<file path="config.mk">
export PLATFORM = sky130hd
export DESIGN_NAME = positional_pid_clamped_flat
export DESIGN_NICKNAME = d
export VERILOG_FILES = /design/src/pidc_pkg.sv /design/src/pidc_req_if.sv /design/src/pidc_rsp_if.sv /design/src/pidc_csr_if.sv /design/src/positional_pid_clamped.sv /design/src/flat_wrapper.sv
export SDC_FILE = /design/constraint.sdc
export NUM_CORES = 2
export LEC_CHECK = 0
export ABC_AREA = 1
export BUFFER_PORTS_ARGS = -buffer_cell sky130_fd_sc_hd__buf_2
export CAP_MARGIN = 10
export CORE_MARGIN = 4
export CORE_UTILIZATION = 40
export DETAILED_ROUTE_END_ITERATION = 8
export REMOVE_ABC_BUFFERS = 1
export SYNTH_ARGS = -nofsm -noshare
export SYNTH_HDL_FRONTEND = slang
export SYNTH_SLANG_ARGS = --single-unit
</file>
<file path="constraint.sdc">
create_clock -name clock -period 6.2 [get_ports clock]
set_clock_uncertainty 0.2 [all_clocks]
set_input_delay 0.31 -clock clock [delete_from_list [all_inputs] [get_ports clock]]
set_output_delay 0.31 -clock clock [all_outputs]
set_load 0.05 [all_outputs]
</file>
<file path="src/pidc_pkg.sv">
// Shared widths, register indexes and a helper function for the clamped positional PID block.
package pidc_pkg;

   function automatic int max_int(input int a, input int b);
      return (a > b) ? a : b;
   endfunction

   // Sample and state widths.
   localparam int ERROR_WIDTH = 16;
   localparam int INTEG_WIDTH = 24;
   localparam int DIFF_WIDTH  = ERROR_WIDTH + 1;

   // Register widths.
   localparam int GAIN_WIDTH  = 16;
   localparam int ILIM_WIDTH  = 23;
   localparam int SEP_WIDTH   = 15;
   localparam int DLIM_WIDTH  = 16;
   localparam int OLIM_WIDTH  = 15;
   localparam int DRIVE_WIDTH = 16;

   // Register port.
   localparam int CSR_INDEX_WIDTH = 3;
   localparam int CSR_DATA_WIDTH  = 23;

   localparam logic [CSR_INDEX_WIDTH-1:0] CSR_PROP_GAIN  = 3'd0;
   localparam logic [CSR_INDEX_WIDTH-1:0] CSR_INTEG_GAIN = 3'd1;
   localparam logic [CSR_INDEX_WIDTH-1:0] CSR_DERIV_GAIN = 3'd2;
   localparam logic [CSR_INDEX_WIDTH-1:0] CSR_INTEG_LIM  = 3'd3;
   localparam logic [CSR_INDEX_WIDTH-1:0] CSR_SEP_THRESH = 3'd4;
   localparam logic [CSR_INDEX_WIDTH-1:0] CSR_DERIV_LIM  = 3'd5;
   localparam logic [CSR_INDEX_WIDTH-1:0] CSR_OUT_LIM    = 3'd6;

   // Reset values of the limit registers.
   localparam logic [ILIM_WIDTH-1:0] INTEG_LIM_RESET  = {ILIM_WIDTH{1'b1}};
   localparam logic [SEP_WIDTH-1:0]  SEP_THRESH_RESET = {SEP_WIDTH{1'b1}};
   localparam logic [DLIM_WIDTH-1:0] DERIV_LIM_RESET  = {DLIM_WIDTH{1'b1}};
   localparam logic [OLIM_WIDTH-1:0] OUT_LIM_RESET    = {OLIM_WIDTH{1'b1}};

   // Internal arithmetic widths.
   localparam int ISUM_WIDTH = max_int(INTEG_WIDTH, ERROR_WIDTH) + 1;
   localparam int LIMC_WIDTH = max_int(ILIM_WIDTH, INTEG_WIDTH - 1);
   localparam int SEPC_WIDTH = max_int(ERROR_WIDTH, SEP_WIDTH);
   localparam int DCMP_WIDTH = max_int(DIFF_WIDTH, DLIM_WIDTH + 1);
   localparam int PP_WIDTH   = GAIN_WIDTH + ERROR_WIDTH;
   localparam int PI_WIDTH   = GAIN_WIDTH + INTEG_WIDTH;
   localparam int PD_WIDTH   = GAIN_WIDTH + DIFF_WIDTH;
   localparam int SUM_WIDTH  = max_int(max_int(PP_WIDTH, PI_WIDTH), PD_WIDTH) + 2;
   localparam int FRAC_BITS  = 8;

endpackage

</file>
<file path="src/pidc_req_if.sv">
// Request channel carrying one error sample or a clear request per beat.
interface pidc_req_if;
   import pidc_pkg::*;

   logic                           valid;
   logic                           ready;
   logic signed [ERROR_WIDTH-1:0]  error_sample;
   logic                           clear_request;

   modport source (output valid, output error_sample, output clear_request, input ready);
   modport sink   (input valid, input error_sample, input clear_request, output ready);
endinterface

</file>
<file path="src/pidc_rsp_if.sv">
// Response channel carrying one clamped drive value per beat.
interface pidc_rsp_if;
   import pidc_pkg::*;

   logic                           valid;
   logic                           ready;
   logic signed [DRIVE_WIDTH-1:0]  drive;

   modport source (output valid, output drive, input ready);
   modport sink   (input valid, input drive, output ready);
endinterface

</file>
<file path="src/pidc_csr_if.sv">
// Register write channel carrying a register index and write data per beat.
interface pidc_csr_if;
   import pidc_pkg::*;

   logic                        valid;
   logic                        ready;
   logic [CSR_INDEX_WIDTH-1:0]  index;
   logic [CSR_DATA_WIDTH-1:0]   data;

   modport source (output valid, output index, output data, input ready);
   modport sink   (input valid, input index, input data, output ready);
endinterface

</file>
<file path="src/positional_pid_clamped.sv">
// Positional PID controller with integral separation and clamped integrator, difference and drive.
//
// The block accepts one error sample per beat on the request channel and returns one drive
// value per sample on the response channel, in order. It sustains one beat per clock cycle
// while the response side keeps taking drives: the integrator and previous-error registers
// are updated in the same cycle a sample is accepted, so consecutive samples need no gap.
// A sample's drive passes from the update stage to the multiply stage and then to the
// sum/scale/clamp output register, which drives the response channel.
// Each stage holds when the one after it is full, so
// the request side only stalls when the whole pipeline is backed up. A beat with
// clear_request set zeroes the integrator and the previous error and produces no response.
// The gains are signed Q8.8; the weighted sum is shifted right by 8
// with rounding toward minus infinity and then limited to plus or minus out_limit. Register
// writes are always taken (csr ready is tied high); an index beyond the register list is
// ignored. Registers should only be written while no sample is in flight.
module positional_pid_clamped (
   input  logic        clock,
   input  logic        reset,
   pidc_req_if.sink    req_bus,
   pidc_rsp_if.source  rsp_bus,
   pidc_csr_if.sink    csr_bus
);
   import pidc_pkg::*;

   // ---------------------------------------------------------------------------------------
   // Control registers.
   // ---------------------------------------------------------------------------------------
   logic signed [GAIN_WIDTH-1:0] prop_gain_ff;
   logic signed [GAIN_WIDTH-1:0] integ_gain_ff;
   logic signed [GAIN_WIDTH-1:0] deriv_gain_ff;
   logic [ILIM_WIDTH-1:0]        integ_limit_ff;
   logic [SEP_WIDTH-1:0]         sep_thresh_ff;
   logic [DLIM_WIDTH-1:0]        deriv_limit_ff;
   logic [OLIM_WIDTH-1:0]        out_limit_ff;

   assign csr_bus.ready = 1'b1;

   always_ff @(posedge clock) begin
      if (reset) begin
         prop_gain_ff   <= '0;
         integ_gain_ff  <= '0;
         deriv_gain_ff  <= '0;
         integ_limit_ff <= INTEG_LIM_RESET;
         sep_thresh_ff  <= SEP_THRESH_RESET;
         deriv_limit_ff <= DERIV_LIM_RESET;
         out_limit_ff   <= OUT_LIM_RESET;
      end else if (csr_bus.valid) begin
         unique case (csr_bus.index)
            CSR_PROP_GAIN:  prop_gain_ff   <= csr_bus.data[GAIN_WIDTH-1:0];
            CSR_INTEG_GAIN: integ_gain_ff  <= csr_bus.data[GAIN_WIDTH-1:0];
            CSR_DERIV_GAIN: deriv_gain_ff  <= csr_bus.data[GAIN_WIDTH-1:0];
            CSR_INTEG_LIM:  integ_limit_ff <= csr_bus.data[ILIM_WIDTH-1:0];
            CSR_SEP_THRESH: sep_thresh_ff  <= csr_bus.data[SEP_WIDTH-1:0];
            CSR_DERIV_LIM:  deriv_limit_ff <= csr_bus.data[DLIM_WIDTH-1:0];
            CSR_OUT_LIM:    out_limit_ff   <= csr_bus.data[OLIM_WIDTH-1:0];
            default: ;
         endcase
      end
   end

   // ---------------------------------------------------------------------------------------
   // Flow control. Each stage may load when it is empty or when its contents move on in the
   // same cycle; the response register is the last stage.
   // ---------------------------------------------------------------------------------------
   logic upd_valid_ff;
   logic mul_valid_ff;
   logic rsp_valid_ff;
   logic rsp_free;
   logic mul_free;
   logic upd_free;
   logic req_fire;
   logic sample_fire;
   logic clear_fire;

   assign rsp_free    = !rsp_valid_ff || rsp_bus.ready;
   assign mul_free    = !mul_valid_ff || rsp_free;
   assign upd_free    = !upd_valid_ff || mul_free;
   assign req_bus.ready = upd_free;
   assign req_fire    = req_bus.valid && upd_free;
   assign sample_fire = req_fire && !req_bus.clear_request;
   assign clear_fire  = req_fire && req_bus.clear_request;

   // ---------------------------------------------------------------------------------------
   // Update stage: integrator with separation and saturation, clamped error difference.
   // ---------------------------------------------------------------------------------------
   logic signed [ERROR_WIDTH-1:0] prev_error_ff;
   logic signed [INTEG_WIDTH-1:0] integ_ff;

   logic signed [ERROR_WIDTH-1:0] upd_error_ff;
   logic signed [INTEG_WIDTH-1:0] upd_integ_ff;
   logic signed [DIFF_WIDTH-1:0]  upd_diff_ff;

   logic signed [ERROR_WIDTH-1:0] err;
   logic [ERROR_WIDTH-1:0]        err_mag;
   logic                          sep_hit;
   logic [LIMC_WIDTH-1:0]         ilim_wide;
   logic [LIMC_WIDTH-1:0]         imax_wide;
   logic [INTEG_WIDTH-2:0]        ilim;
   logic signed [ISUM_WIDTH-1:0]  isum;
   logic signed [ISUM_WIDTH-1:0]  ilim_pos;
   logic signed [ISUM_WIDTH-1:0]  ilim_neg;
   logic signed [INTEG_WIDTH-1:0] integ_in;
   logic signed [DIFF_WIDTH-1:0]  diff_raw;
   logic signed [DCMP_WIDTH-1:0]  diff_wide;
   logic signed [DCMP_WIDTH-1:0]  dlim_pos;
   logic signed [DCMP_WIDTH-1:0]  dlim_neg;
   logic signed [DIFF_WIDTH-1:0]  diff_in;

   always_comb begin
      err     = req_bus.error_sample;
      // The unsigned magnitude of the most negative error is exact in this width.
      err_mag = err[ERROR_WIDTH-1] ? (~err + 1'b1) : err;
      sep_hit = SEPC_WIDTH'(err_mag) > SEPC_WIDTH'(sep_thresh_ff);

      // The saturation bound never exceeds what the integrator can hold.
      ilim_wide = LIMC_WIDTH'(integ_limit_ff);
      imax_wide = LIMC_WIDTH'({(INTEG_WIDTH-1){1'b1}});
      ilim      = (ilim_wide > imax_wide) ? imax_wide[INTEG_WIDTH-2:0]
                                          : ilim_wide[INTEG_WIDTH-2:0];

      isum     = ISUM_WIDTH'(integ_ff) + ISUM_WIDTH'(err);
      ilim_pos = $signed({{(ISUM_WIDTH-INTEG_WIDTH+1){1'b0}}, ilim});
      ilim_neg = -ilim_pos;

      priority if (sep_hit) begin
         integ_in = '0;
      end else if (isum > ilim_pos) begin
         integ_in = ilim_pos[INTEG_WIDTH-1:0];
      end else if (isum < ilim_neg) begin
         integ_in = ilim_neg[INTEG_WIDTH-1:0];
      end else begin
         integ_in = isum[INTEG_WIDTH-1:0];
      end

      diff_raw  = DIFF_WIDTH'(err) - DIFF_WIDTH'(prev_error_ff);
      diff_wide = DCMP_WIDTH'(diff_raw);
      dlim_pos  = $signed(DCMP_WIDTH'({1'b0, deriv_limit_ff}));
      dlim_neg  = -dlim_pos;

      priority if (diff_wide > dlim_pos) begin
         diff_in = dlim_pos[DIFF_WIDTH-1:0];
      end else if (diff_wide < dlim_neg) begin
         diff_in = dlim_neg[DIFF_WIDTH-1:0];
      end else begin
         diff_in = diff_raw;
      end
   end

   // Controller state follows every accepted beat at once, so the next sample sees it.
   always_ff @(posedge clock) begin
      if (reset) begin
         prev_error_ff <= '0;
         integ_ff      <= '0;
      end else if (clear_fire) begin
         prev_error_ff <= '0;
         integ_ff      <= '0;
      end else if (sample_fire) begin
         prev_error_ff <= err;
         integ_ff      <= integ_in;
      end
   end

   always_ff @(posedge clock) begin
      if (reset) begin
         upd_valid_ff <= 1'b0;
      end else if (upd_free) begin
         upd_valid_ff <= sample_fire;
      end
   end

   always_ff @(posedge clock) begin
      if (sample_fire) begin
         upd_error_ff <= err;
         upd_integ_ff <= integ_in;
         upd_diff_ff  <= diff_in;
      end
   end

   // ---------------------------------------------------------------------------------------
   // Multiply stage: the three gain products, each registered.
   // ---------------------------------------------------------------------------------------
   logic signed [PP_WIDTH-1:0] prod_p_ff;
   logic signed [PI_WIDTH-1:0] prod_i_ff;
   logic signed [PD_WIDTH-1:0] prod_d_ff;
   logic signed [PP_WIDTH-1:0] prod_p_in;
   logic signed [PI_WIDTH-1:0] prod_i_in;
   logic signed [PD_WIDTH-1:0] prod_d_in;
   logic                       mul_load;

   assign mul_load  = upd_valid_ff && mul_free;
   assign prod_p_in = prop_gain_ff * upd_error_ff;
   assign prod_i_in = integ_gain_ff * upd_integ_ff;
   assign prod_d_in = deriv_gain_ff * upd_diff_ff;

   always_ff @(posedge clock) begin
      if (reset) begin
         mul_valid_ff <= 1'b0;
      end else if (mul_free) begin
         mul_valid_ff <= upd_valid_ff;
      end
   end

   always_ff @(posedge clock) begin
      if (mul_load) begin
         prod_p_ff <= prod_p_in;
         prod_i_ff <= prod_i_in;
         prod_d_ff <= prod_d_in;
      end
   end

   // ---------------------------------------------------------------------------------------
   // Output stage: sum, drop the Q8.8 fraction (floor), clamp to the drive limit.
   // ---------------------------------------------------------------------------------------
   logic signed [SUM_WIDTH-1:0]   acc;
   logic signed [SUM_WIDTH-1:0]   scaled;
   logic signed [SUM_WIDTH-1:0]   olim_pos;
   logic signed [SUM_WIDTH-1:0]   olim_neg;
   logic signed [DRIVE_WIDTH-1:0] drive_in;
   logic signed [DRIVE_WIDTH-1:0] drive_ff;
   logic                          rsp_load;

   assign rsp_load = mul_valid_ff && rsp_free;

   always_comb begin
      acc      = SUM_WIDTH'(prod_p_ff) + SUM_WIDTH'(prod_i_ff) + SUM_WIDTH'(prod_d_ff);
      scaled   = acc >>> FRAC_BITS;
      olim_pos = $signed(SUM_WIDTH'({1'b0, out_limit_ff}));
      olim_neg = -olim_pos;

      priority if (scaled > olim_pos) begin
         drive_in = olim_pos[DRIVE_WIDTH-1:0];
      end else if (scaled < olim_neg) begin
         drive_in = olim_neg[DRIVE_WIDTH-1:0];
      end else begin
         drive_in = scaled[DRIVE_WIDTH-1:0];
      end
   end

   always_ff @(posedge clock) begin
      if (reset) begin
         rsp_valid_ff <= 1'b0;
      end else if (rsp_free) begin
         rsp_valid_ff <= mul_valid_ff;
      end
   end

   always_ff @(posedge clock) begin
      if (rsp_load) begin
         drive_ff <= drive_in;
      end
   end

   assign rsp_bus.valid = rsp_valid_ff;
   assign rsp_bus.drive = drive_ff;

   // ---------------------------------------------------------------------------------------
   // Assertions.
   // ---------------------------------------------------------------------------------------

   // A clear beat leaves both state registers at zero and starts no sample.
   a_clear_zeroes_state: assert property (@(posedge clock) disable iff (reset)
      clear_fire |=> (integ_ff == '0) && (prev_error_ff == '0) && !upd_valid_ff)
      else $error("clear beat did not zero the controller state");

   // A sample whose magnitude is above the separation threshold zeroes the integrator.
   a_separation: assert property (@(posedge clock) disable iff (reset)
      sample_fire && sep_hit |=> (integ_ff == '0) && (upd_integ_ff == '0))
      else $error("integrator not zeroed on separation");

   // An accepted sample is captured together with its error value.
   a_sample_captured: assert property (@(posedge clock) disable iff (reset)
      sample_fire |=> upd_valid_ff && (upd_error_ff == $past(err))
                      && (prev_error_ff == $past(err)))
      else $error("accepted sample not captured in the update stage");

   // A full stage whose successor is busy keeps its item.
   a_update_holds: assert property (@(posedge clock) disable iff (reset)
      upd_valid_ff && !mul_free |=> upd_valid_ff && $stable(upd_error_ff))
      else $error("update stage lost an item under stall");

   a_multiply_holds: assert property (@(posedge clock) disable iff (reset)
      mul_valid_ff && !rsp_free |=> mul_valid_ff && $stable(prod_i_ff))
      else $error("multiply stage lost an item under stall");

   // A new response only ever follows a filled multiply stage.
   a_rsp_source: assert property (@(posedge clock) disable iff (reset)
      $rose(rsp_valid_ff) |-> $past(mul_valid_ff))
      else $error("response raised without a product behind it");

endmodule

</file>
<file path="src/flat_wrapper.sv">
// flat-port wrapper written by rule: the top's interface ports become plain ports
module positional_pid_clamped_flat import pidc_pkg::*;
  (clock, reset, req_bus_valid, req_bus_error_sample, req_bus_clear_request, req_bus_ready, rsp_bus_valid, rsp_bus_drive, rsp_bus_ready, csr_bus_valid, csr_bus_index, csr_bus_data, csr_bus_ready);
  pidc_req_if req_bus_i ();
  pidc_rsp_if rsp_bus_i ();
  pidc_csr_if csr_bus_i ();
  input  logic clock;
  input  logic reset;
  input wire logic [$bits(req_bus_i.valid)-1:0] req_bus_valid;
  input wire logic [$bits(req_bus_i.error_sample)-1:0] req_bus_error_sample;
  input wire logic [$bits(req_bus_i.clear_request)-1:0] req_bus_clear_request;
  output wire logic [$bits(req_bus_i.ready)-1:0] req_bus_ready;
  output wire logic [$bits(rsp_bus_i.valid)-1:0] rsp_bus_valid;
  output wire logic [$bits(rsp_bus_i.drive)-1:0] rsp_bus_drive;
  input wire logic [$bits(rsp_bus_i.ready)-1:0] rsp_bus_ready;
  input wire logic [$bits(csr_bus_i.valid)-1:0] csr_bus_valid;
  input wire logic [$bits(csr_bus_i.index)-1:0] csr_bus_index;
  input wire logic [$bits(csr_bus_i.data)-1:0] csr_bus_data;
  output wire logic [$bits(csr_bus_i.ready)-1:0] csr_bus_ready;
  assign req_bus_i.valid = req_bus_valid;
  assign req_bus_i.error_sample = req_bus_error_sample;
  assign req_bus_i.clear_request = req_bus_clear_request;
  assign req_bus_ready = req_bus_i.ready;
  assign rsp_bus_valid = rsp_bus_i.valid;
  assign rsp_bus_drive = rsp_bus_i.drive;
  assign rsp_bus_i.ready = rsp_bus_ready;
  assign csr_bus_i.valid = csr_bus_valid;
  assign csr_bus_i.index = csr_bus_index;
  assign csr_bus_i.data = csr_bus_data;
  assign csr_bus_ready = csr_bus_i.ready;
  positional_pid_clamped u_core (.clock(clock), .reset(reset), .req_bus(req_bus_i), .rsp_bus(rsp_bus_i), .csr_bus(csr_bus_i));
endmodule
</file>
==> impl_metrics.json <==
{
  "status": "complete, no violations",
  "endpoint": "u_core.prod_i_ff[30]",
  "grt_util_met2_pct": 38.5,
  "grt_max_degree": 102,
  "routed_via_density": 4.95,
  "n_fill_cell": 14100,
  "ir_drop_v": 0.000204,
  "worst-setup-path-type": "flop to flop",
  "timing.final.crit_period_ns": 6.05,
  "ys_types": 62,
  "crit_path_start_kind": "flop",
  "drive_above_1_share_pct": 12.6,
  "async_flop_share_pct": 0,
  "relSlewSlack_pct": 29.4,
  "dpl.hpwl_mm": 141,
  "first_pass_iters": 6,
  "gr-usage-met1_pct": 31.8,
  "r2r-start": "u_core.upd_integ_ff[6]",
  "netlist_area_um2": 58000,
  "cts_buffers": 45,
  "hold_ws_ns": 0.0405,
  "netlist_top_cells_area": "fa_1, inv_1, ha_1",
  "drc": 0,
  "power_leakage_nw": 35.8,
  "antenna_left": 0,
  "antenna_found_initial": 9,
  "clkSinkCount": 338,
  "arrival_ns": 6.20,
  "clockBufferDepth": 3,
  "final_common_cell": "inv_1",
  "wl_per_cell_um": 18.2,
  "slew_violations": 0,
  "grtUsageMet3_pct": 2.42,
  "yosys.area.top_type_share_pct": 32.9,
  "r2r_end": "u_core.prod_i_ff[30]",
  "io_buffers": 65,
  "grt_pass1_vias": 48400,
  "cts_max_level": 2,
  "ioPinCount": 67,
  "multi_input_area_um2": 42400,
  "grt.busiest_layer": "met2",
  "reg2reg_depth": 21,
  "synth_area_per_cell_um2": 7.93,
  "cts_tree": "done",
  "finalSetupViolations": 0,
  "rsz0062_at_grt": "true",
  "fp-row-count": 139,
  "die_area_um2": 151000,
  "layout_common_cells": "inv_1, nand2_1, fa_1, ha_1, buf_4",
  "clockRootBuffer": "clkbuf_16",
  "dr.first_iter.drc_count": 3177,
  "ys_ff_latch": 338,
  "p_per_area_nw_per_um2": 216,
  "tightest_slew_ns": 1.06,
  "vias": 47600,
  "hold_path.class": "input port to flop",
  "drv_cap": 0,
  "grt_usage_pct": 22.9,
  "clk_pin_slew_ns": 0.07,
  "synth_edf_count": 178,
  "core_region_area_um2": 144000,
  "overflow": 0,
  "cp_max_fo": 6,
  "end_kind": "flop",
  "fp.dieW_um": 389,
  "fin_crit_sh_pct": 97.5,
  "yosys.area.top_type": "fa_1",
  "gp_congestion": 0.928,
  "cp-startpoint": "u_core.upd_integ_ff[6]",
  "hold_viol": 0,
  "total_power_mw": 14.5,
  "reg2reg_slack_ns": 0.15,
  "synth_seq_area_share_pct": 14.7,
  "finalWirelength_mm": 175,
  "areaGrowthSynthToFinish_pct": 15.6,
  "fmax_mhz": 165,
  "start_util_pct": 40.4,
  "grt_pass1_wl_mm": 272,
  "crit_required_ns": 6.36,
  "final-seq-area_um2": 8580,
  "fp.dieH_um": 389,
  "tns_ns": 0,
  "synth_flop_cell": "edfxtp_1",
  "ys.warnings.count": 0,
  "synthCells": 7321,
  "worstSkewPairLatency_ns": 0.64,
  "layout.nets": 9170
}
==> how the worst min path moves through the flow <==
stage,cells after the start,start,end
floorplan,1,reset,u_core.mul_valid_ff
global placement,2,u_core.prev_error_ff[13],u_core.prev_error_ff[13]
detailed placement,2,u_core.prev_error_ff[6],u_core.prev_error_ff[6]
CTS,4,csr_bus_index[2],u_core.sep_thresh_ff[0]
global route,3,csr_bus_data[7],u_core.prop_gain_ff[7]
finish,4,csr_bus_index[2],u_core.sep_thresh_ff[0]
==> metal layers <==
metal / up-vias / part of all wire [%] / wire length [µm]
met5: - / 0 / 0
met4: 0 / 2.6 / 4490
met3: 213 / 5.8 / 10100
met2: 1217 / 47 / 82700
met1: 23500 / 44 / 77500
li1: 22600 / - / -
==> per-stage QoR <==
stage                     cells  setup slack, ns  utilization [%]  instance area (µm²)
after global placement     9401           -0.140             43.9                63200
after CTS                  9520          0.00503             45.3                65100
final                      9611            0.154             46.6                67100
after detailed placement   9401           -0.218             43.9                63200
after floorplan            7038            -1.08                -                56900
after global routing       9608           -0.109             46.6                67100
==> cell usage after synthesis (all sizes together), types with 36 or more instances <==
library cell and n:
a21oi 303, clkbuf 260, dfxtp 160, edfxtp 178
fa 953, ha 499, inv 1851, nand2 1690
nand3 195, nand4 59, nor2 389, nor3 54
o211ai 85, o21ai 249, or2 36, xnor2 65
xor2 151
==> registers in the layout, summed over array words and instances (netlist names) <==
name / flops
u_core.prod_i_ff: 40
u_core.prod_d_ff: 33
u_core.prod_p_ff: 32
u_core.integ_ff: 24
u_core.upd_integ_ff: 24
u_core.ilim_wide: 23
u_core.upd_diff_ff: 17
u_core.deriv_gain_ff: 16
u_core.deriv_limit_ff: 16
u_core.integ_gain_ff: 16
u_core.prev_error_ff: 16
u_core.prop_gain_ff: 16
u_core.rsp_bus.drive: 16
u_core.upd_error_ff: 16
u_core.out_limit_ff: 15
u_core.sep_thresh_ff: 15
u_core.mul_valid_ff: 1
u_core.rsp_bus.valid: 1
u_core.upd_valid_ff: 1
==> logic make-up (layout without fill, tap and decap cells) <==
| kind of cell | count (synthesis) | after routing | share of synthesized area, % |
|---|---|---|---|
| and+or+nand+nor | 2451 | 2451 | 17.4 |
| xor gates and xnor gates | 216 | 216 | 3.29 |
| adders and majority gates | 1452 | 1452 | 43.6 |
| AOI/OAI and AO/OA | 719 | 719 | 6.96 |
| other | 1 | 4 | 0.00646 |
| DFF | 338 | 338 | 14.7 |
| buffers and inverters | 2144 | 2528 | 14.0 |
==> report_power, final <==
group	internal (mW)	total [mW]	switching (mW)
combinational	3.49	8.95	5.46
clock	1.48	2.66	1.18
sequential	2.73	2.90	0.170
==> area by class of cell <==
class                   count  area share (%)
multi-input cells        4839            63.2
flip-flops and latches    338            12.8
inverters                1861            10.4
repair buffers            584            7.79
well taps                1903            3.55
clock buffers              52            1.76
clock inverters            30           0.418
repair inverters            1          0.0112
diodes                      3          0.0112
==> critical path: stages (launching register included) <==
cell	delay, ns
edfxtp_1	0.44
buf_12	0.15
clkbuf_16	0.15
nand2_2	0.06
fa_1	0.53
inv_1	0.06
fa_1	0.49
fa_1	0.60
fa_1	0.45
fa_1	0.50
inv_1	0.06
fa_1	0.53
inv_1	0.06
ha_4	0.28
buf_4	0.11
nand4_1	0.20
nor3_4	0.21
a21oi_4	0.09
o31ai_4	0.25
buf_6	0.15
a21oi_1	0.06
xnor2_1	0.14
==> timing repair <==
action                                 4_1_cts  5_1_grt
gates cloned                                 1        5
endpoints found under the hold margin       55        0
pin swaps                                    7      115
buffers inserted                             5       82
resized for setup                           25      270
setup endpoints to repair                   18       59
hold buffers                                31        0
No activity file was read; power rests on OpenSTA's default activity.
